<file path="config.mk">
export PLATFORM = sky130hd
export DESIGN_NAME = maze_junction_explorer
export DESIGN_NICKNAME = d
export VERILOG_FILES = /design/src/hdl/mje_pkg.sv /design/src/hdl/maze_junction_explorer.sv
export VERILOG_INCLUDE_DIRS = /design/src /design/src/hdl
export SDC_FILE = /design/constraint.sdc
export NUM_CORES = 2
export LEC_CHECK = 0
export ABC_CLOCK_PERIOD_IN_PS = 14340
export BUFFER_PORTS_ARGS = -buffer_cell sky130_fd_sc_hd__buf_2
export CAP_MARGIN = 30
export CORE_MARGIN = 8
export CORE_UTILIZATION = 30
export CTS_CLUSTER_SIZE = 25
export DETAILED_ROUTE_END_ITERATION = 7
export MAX_ROUTING_LAYER = met4
export PLACE_DENSITY = 0.42
export SETUP_SLACK_MARGIN = 0.5
export SLEW_MARGIN = 20
export SYNTH_ARGS = -nofsm -noshare
export SYNTH_HDL_FRONTEND = slang
export SYNTH_SLANG_ARGS = --single-unit
</file>
<file path="constraint.sdc">
create_clock -name clk -period 14.34 [get_ports clk]
set_input_delay 2.151 -clock clk [delete_from_list [all_inputs] [get_ports clk]]
set_output_delay 2.151 -clock clk [all_outputs]
set_load 0.02 [all_outputs]
</file>
<file path="src/hdl/maze_junction_explorer_defines.svh">
`ifndef MAZE_JUNCTION_EXPLORER_DEFINES_SVH
`define MAZE_JUNCTION_EXPLORER_DEFINES_SVH

// same-cycle implication
`define MJE_ASSERT_NOW(label, ante, cons) \
	label: assert property (@(posedge clk) disable iff (!arst_n) (ante) |-> (cons)) \
		else $error("assertion failed");

// next-cycle implication
`define MJE_ASSERT_NEXT(label, ante, cons) \
	label: assert property (@(posedge clk) disable iff (!arst_n) (ante) |=> (cons)) \
		else $error("assertion failed");

`endif

</file>
<file path="src/hdl/mje_pkg.sv">
package mje_pkg;

	localparam int STACK_DEPTH = 128;
	localparam int AW = (STACK_DEPTH > 1) ? $clog2(STACK_DEPTH) : 1;
	localparam int LW = $clog2(STACK_DEPTH + 1);

	typedef struct packed {
		logic [3:0] taken;
		logic [3:0] branches;
		logic [7:0] number;
	} entry_t;

	typedef struct packed {
		logic [3:0] choice;
		logic       done;
		logic [7:0] node;
		logic       known;
		logic       ovf;
	} res_t;

	localparam res_t RES_DONE = '{4'd0, 1'b1, 8'd0, 1'b0, 1'b0};

endpackage

</file>
<file path="src/hdl/maze_junction_explorer.sv">
// Depth-first maze exploration stack.
// Input channel (item_valid/item_ready) carries one junction report:
// branch_count and backtrack. Output channel (res_valid/res_ready) returns
// exactly one result per report: branch_choice, done_res, node_number,
// node_known and stack_overflow.
// One report is handled at a time; item_ready is high only while the
// sequencer is idle, including while a previous result still waits.
// Steps from the accepting edge until the result is loaded for output:
//   new junction push, dead end after U-turn, empty stack, finished: final step
//   backtrack pop: stack read, top-of-stack step, final step
//   U-turn advance: stack read, top-of-stack step, one trial subtraction per
//   cycle of the shared 5-bit subtractor for the modulo by branch count,
//   then the final step
//   dead end: one stack entry read per cycle from the single-read-port stack
//   memory for the exhausted check, then the final step
// Reset clears the stack level, the U-turn and finished flags and sets the
// node counter to one; stack contents need no clearing.
// When the receiver stalls the result is held in the output register and
// the sequencer waits in its final step until that register is free.
module maze_junction_explorer
	import mje_pkg::*;
(
	input  logic       clk,
	input  logic       arst_n,
	input  logic       item_valid,
	output logic       item_ready,
	input  logic [3:0] branch_count,
	input  logic       backtrack,
	output logic       res_valid,
	input  logic       res_ready,
	output logic [3:0] branch_choice,
	output logic       done_res,
	output logic [7:0] node_number,
	output logic       node_known,
	output logic       stack_overflow
);

`include "maze_junction_explorer_defines.svh"

	localparam logic [2:0] S_IDLE = 3'd0;
	localparam logic [2:0] S_SCAN = 3'd1;
	localparam logic [2:0] S_RD   = 3'd2;
	localparam logic [2:0] S_TOP  = 3'd3;
	localparam logic [2:0] S_MOD  = 3'd4;
	localparam logic [2:0] S_FIN  = 3'd5;

	logic [2:0]    state_q;
	logic [3:0]    n_q;
	logic          bt_q;
	logic [LW-1:0] level_q;
	logic          uturn_q;
	logic          edone_q;
	logic [7:0]    next_q;
	logic [LW-1:0] scan_q;
	logic          chk_q;
	logic [4:0]    rem_q;
	res_t          res_q;
	res_t          out_q;
	logic          res_valid_q;

	entry_t        mem [STACK_DEPTH];
	entry_t        mem_rd_q;

	logic [LW-1:0] level_m1;
	logic [AW-1:0] rd_addr;
	logic          we;
	logic [AW-1:0] wa;
	entry_t        wd;
	logic [4:0]    opa;
	logic [4:0]    opb;
	logic [4:0]    diff;
	logic          accept;
	logic          multi;
	logic          full;
	logic          scan_miss;
	logic          load_out;

	assign item_ready = (state_q == S_IDLE);
	assign accept     = item_valid && item_ready;
	assign multi      = (branch_count > 4'd1);
	assign full       = (level_q >= LW'(STACK_DEPTH));
	assign level_m1   = level_q - LW'(1);
	assign scan_miss  = chk_q && (mem_rd_q.taken != (mem_rd_q.branches - 4'd1));
	assign load_out   = (state_q == S_FIN) && (!res_valid_q || res_ready);

	assign res_valid      = res_valid_q;
	assign branch_choice  = out_q.choice;
	assign done_res       = out_q.done;
	assign node_number    = out_q.node;
	assign node_known     = out_q.known;
	assign stack_overflow = out_q.ovf;

	always_comb begin
		rd_addr = (state_q == S_SCAN) ? scan_q[AW-1:0] : level_m1[AW-1:0];
		if (state_q == S_MOD) begin
			opa = rem_q;
			opb = {1'b0, n_q};
		end else begin
			opa = {1'b0, mem_rd_q.branches};
			opb = {1'b0, mem_rd_q.taken};
		end
		diff = opa - opb;
		we = 1'b0;
		wa = level_q[AW-1:0];
		wd = '{4'd1, branch_count, next_q};
		if (accept && !edone_q && !backtrack && multi && !uturn_q && !full) begin
			we = 1'b1;
		end else if (state_q == S_MOD && diff[4] && rem_q[3:0] != 4'd0) begin
			we = 1'b1;
			wa = level_m1[AW-1:0];
			wd = '{rem_q[3:0], mem_rd_q.branches, mem_rd_q.number};
		end
	end

	always_ff @(posedge clk) begin
		if (we) begin
			mem[wa] <= wd;
		end
		mem_rd_q <= mem[rd_addr];
	end

	always_ff @(posedge clk or negedge arst_n) begin
		if (!arst_n) begin
			state_q     <= S_IDLE;
			level_q     <= '0;
			uturn_q     <= 1'b0;
			edone_q     <= 1'b0;
			next_q      <= 8'd1;
			scan_q      <= '0;
			chk_q       <= 1'b0;
			res_valid_q <= 1'b0;
		end else begin
			if (load_out) begin
				res_valid_q <= 1'b1;
			end else if (res_ready) begin
				res_valid_q <= 1'b0;
			end
			case (state_q)
				S_IDLE: begin
					if (accept) begin
						n_q  <= branch_count;
						bt_q <= backtrack;
						if (edone_q) begin
							res_q   <= RES_DONE;
							state_q <= S_FIN;
						end else if (backtrack || (multi && uturn_q)) begin
							if (level_q == '0) begin
								edone_q <= 1'b1;
								res_q   <= RES_DONE;
								state_q <= S_FIN;
							end else begin
								state_q <= S_RD;
							end
						end else if (uturn_q) begin
							uturn_q <= 1'b0;
							res_q   <= '{4'd1, 1'b0, 8'd0, 1'b0, 1'b0};
							if (level_q == '0) begin
								edone_q <= 1'b1;
							end
							state_q <= S_FIN;
						end else if (!multi) begin
							uturn_q <= 1'b1;
							if (level_q == '0) begin
								res_q   <= RES_DONE;
								state_q <= S_FIN;
							end else begin
								scan_q  <= '0;
								chk_q   <= 1'b0;
								state_q <= S_SCAN;
							end
						end else begin
							res_q <= '{4'd1, 1'b0, next_q, 1'b0, full};
							if (!full) begin
								level_q <= level_q + LW'(1);
							end
							next_q  <= next_q + 8'd1;
							state_q <= S_FIN;
						end
					end
				end
				S_SCAN: begin
					chk_q <= (scan_q < level_q);
					if (scan_q < level_q) begin
						scan_q <= scan_q + LW'(1);
					end
					if (scan_miss) begin
						res_q   <= '{4'd1, 1'b0, next_q, 1'b0, 1'b0};
						next_q  <= next_q + 8'd1;
						state_q <= S_FIN;
					end else if (!chk_q && scan_q == level_q) begin
						res_q   <= RES_DONE;
						state_q <= S_FIN;
					end
				end
				S_RD: begin
					state_q <= S_TOP;
				end
				S_TOP: begin
					if (bt_q) begin
						res_q   <= '{diff[3:0], 1'b0, mem_rd_q.number, 1'b1, 1'b0};
						level_q <= level_m1;
						if (level_m1 == '0) begin
							edone_q <= 1'b1;
						end
						state_q <= S_FIN;
					end else begin
						rem_q   <= {1'b0, mem_rd_q.taken} + 5'd1;
						state_q <= S_MOD;
					end
				end
				S_MOD: begin
					if (!diff[4]) begin
						rem_q <= diff;
					end else begin
						res_q <= '{4'd1, 1'b0, mem_rd_q.number, 1'b1, 1'b0};
						if (rem_q[3:0] != 4'd0) begin
							uturn_q <= 1'b0;
						end else begin
							level_q <= level_m1;
							if (level_m1 == '0) begin
								edone_q <= 1'b1;
							end
						end
						state_q <= S_FIN;
					end
				end
				S_FIN: begin
					if (load_out) begin
						out_q   <= res_q;
						state_q <= S_IDLE;
					end
				end
				default: begin
					state_q <= S_IDLE;
				end
			endcase
		end
	end

	`MJE_ASSERT_NOW(a_level_bound, 1'b1, level_q <= LW'(STACK_DEPTH))
	`MJE_ASSERT_NOW(a_done_clean, res_valid && done_res,
		branch_choice == 4'd0 && node_number == 8'd0 && !node_known && !stack_overflow)
	`MJE_ASSERT_NEXT(a_busy_after_accept, item_valid && item_ready, !item_ready)
	`MJE_ASSERT_NEXT(a_done_sticky, edone_q, edone_q)

endmodule
</file>
==> out/summary.txt <==
Pre-CTS setup slack: 7591 ps
Setup Crit Path Kind: flop to flop
Synth area leaders: edfxtp_1, nand2_1, mux2i_1
Setup crit end kind: flop
Worst-Margin Slew: 1187 ps
Psw: 11.50 mW
Die X: 548.8 microns
Antenna Nets Post-Route: 0
Distinct cell type count after synthesis: 86
Area leader, netlist: edfxtp_1
Violated checks: design-rule violations
Top cells by count, synth: edfxtp_1, nand2_1, nand3_1
Clock Latency Late Sink: 910 ps
Post-CTS setup buffer count: 0
Final number of setup-violating endpoints: 0
Nets: 6285
# port buffers: 25
Synth Flop Type: edfxtp_1
Area Growth Syn to Fin: 15.30%
Ys async rst share: 1.452%
Post-detailed-routing wire length: 287.7 mm
First-pass DRT Iterations: 8
Drt drc: 1
Clock power frac: 23.4%
Vias in the first global route: 50761
Max-slew violation count: 0
Syn Nets: 6129
Largest net degree at the start of global routing: 162
Cells after Synth: 6099
Tmin final: 6893 ps
CTS Hold Bufs: 0
HP Class: flop to flop
Worst endpoint required time: 14890 ps
Filler cell count: 27375
Final RePlAce weighted congestion: 0.8598
Post-synth EDFFs: 2088
Core Area: 282300 sq um
Worst EP arrival: 7440 ps
GRT Resource Usage Total: 19.02%
Final Hold Viols: 0
Crit-path max FO: 22
CP startpoint kind: flop
Post_cts resized: 0
Post-Syn Area: 85160 sq um
RSZ-0062 raised after global routing: no
Status: complete, but fails checks
Final Power: 25.42 mW
Worst hold margin: 456.6 ps
Clk sink count: 2135
Skew final: 77.55 ps
Register share of total power: 30.5%
Routed vias: 52804
Initial antenna violation count: 16
DRT iter0 DRCs: 5555
Sw frac: 45.27%
Fin cells: 10192
Vias per cell: 5.181
Dpl hpwl: 172.2 mm
Max frequency: 145.1 MHz
Placed Cells: 9751
Row Count: 195
Power Density: 258.8 nW/um^2
Peak VDD IR: 0.0002830 V
Synthesized flop and latch total: 2135
Die area: 301200 sq um
Yosys warns: 0
Number of buffers created by CTS: 235
Layout cells sized above 1: 11.49%
Initial core utilization: 30.17%
TritonCTS clock tree: yes
Clock Pin Slew Worst Setup and Hold Paths: 60 ps
PnR worst setup slack: 7447 ps
Relative slew slack: 20.86%
First-pass GRT wire length: 404.8 mm
Height of the die: 548.8 microns
Most common cell in the synthesized netlist: edfxtp_1
Clock root cell: clkbuf_16
Comb power frac: 46.1%
Sequential area share after synthesis: 74.91%
H-tree depth: 4
P_leak: 32.58 nW
Mean area per synthesized cell: 13.96 sq um
Internal power: 13.91 mW
TNS Setup: 0 ps
Max Cap Viol: 0
WL/cell: 28.23 microns
Post-synth top area share: 73.62%
Fin crit share: 48.07%
Total global routing overflow: 0
Clk buf depth: 4
Num ports: 26
-- stage by stage --
stage / cell area (sq um) / util [%]
detailed placement: 90590 / 32.09
CTS: 98010 / 34.72
finish: 98200 / 34.79
global route: 98190 / 34.78
floorplan: 85160 / -
global placement: 90200 / 31.95
-- cells in the final DEF (no fill, tap or decap), drive strengths merged, types with 15 or more instances in the layout --
cell | synthesis | final
edfxtp | 2088 | 2088
nand2 | 1491 | 1491
nand3 | 448 | 448
a21oi | 303 | 303
clkbuf | 115 | 297
buf | 262 | 294
mux2i | 234 | 234
nor2 | 191 | 191
a31oi | 152 | 152
a22oi | 116 | 116
clkinv | 3 | 91
a32oi | 80 | 80
nand4 | 78 | 78
o22ai | 67 | 67
o21ai | 49 | 49
nor3 | 34 | 34
dfrtp | 30 | 30
xnor2 | 29 | 29
nor4 | 28 | 28
inv | 20 | 26
a2111oi | 23 | 23
bufinv | 0 | 22
and3 | 20 | 20
ha | 20 | 20
mux2 | 18 | 18
dfxtp | 16 | 16
a211o | 15 | 15
-- registers in the layout (all words and copies together), names as in the netlist, 3 cells and up --
| name | cells |
|---|---|
| mem | 2048 |
| n_q | 4 |
| state_q | 3 |
| node_number | 8 |
| level_q | 8 |
| mem_rd_q | 16 |
| res_q | 15 |
| next_q | 8 |
| rem_q | 5 |
| scan_q | 8 |
| branch_choice | 4 |
-- logic make-up (layout without fill, tap and decap cells) --
kind of cell | after synthesis | in the layout | synth area share, %
buffers and inverters | 400 | 742 | 2.526
AOI/OAI and AO/OA | 909 | 909 | 7.079
other | 0 | 8 | 0
muxes | 255 | 255 | 3.087
adders and majority gates | 21 | 21 | 0.3173
DFF | 2135 | 2135 | 74.91
xor gates and xnor gates | 33 | 33 | 0.3482
and+or+nand+nor | 2346 | 2346 | 11.73
-- power by group through the flow --
stage | logic, mW | registers (mW) | clock network [mW]
after floorplan | 6.72 | 7.85 | 0
after global placement | 11.7 | 7.88 | 0
after detailed placement | 11.8 | 7.88 | 0
after CTS | 11.8 | 7.75 | 6.08
after global routing | 12.4 | 7.76 | 6.29
final | 11.7 | 7.75 | 5.95
-- routing by layer --
metal  GRT usage, %  wire [microns]  vias up
met3          2.428           15740      367
met5              -               0        -
met1          26.41          130100    27480
met4          4.293            6710        0
li1               -               -    23340
met2          29.96          135200     1617
-- area by class of cell --
type / count / area [sq um] / share of cell area [%]
Sequential cell: 2135 / 63800 / 64.97
Multi-Input combinational cell: 3564 / 19700 / 20.07
Clock buffer: 297 / 6185 / 6.298
Tap cell: 3743 / 4683 / 4.769
Timing Repair Buffer: 296 / 2486 / 2.532
Clock inverter: 126 / 1234 / 1.256
Inverter: 23 / 86.33 / 0.08792
Antenna cell: 8 / 20.02 / 0.02039
-- worst max-delay path: stages, from the launching register on --
cell     delay (ps)
dfrtp_1         590
nor2_1          420
nand2_1         560
mux2_2          470
ha_1            240
fa_1            470
nor2b_1         120
o21a_1          170
o21ai_0         180
a21oi_2         540
buf_8           230
a21oi_1         150
o31ai_2         710
nand2_1         580
nor2_1          770
buf_4           310
-- path summary, 6_finish.rpt --
path | from | end | slack (ps) | cells past startpoint
setup / recovery | state_q[1]$_DFFE_PN0P_ | mem[94][8]$_DFFE_PP_ | 7450 | 15
min in group asynchronous | arst_n | next_q[3]$_DFFE_PN0P_ | 1130 | 1
hold / removal | res_q[13]$_DFFE_PP_ | branch_choice[2]$_DFFE_PP_ | 460 | 0
hold reg to reg | res_q[13]$_DFFE_PP_ | branch_choice[2]$_DFFE_PP_ | 460 | 0
setup reg to reg | state_q[1]$_DFFE_PN0P_ | mem[94][8]$_DFFE_PP_ | 7450 | 15
max in group asynchronous | arst_n | chk_q$_DFFE_PN0P_ | 12760 | 2
Note: power is estimated with default switching activity, not from simulation.
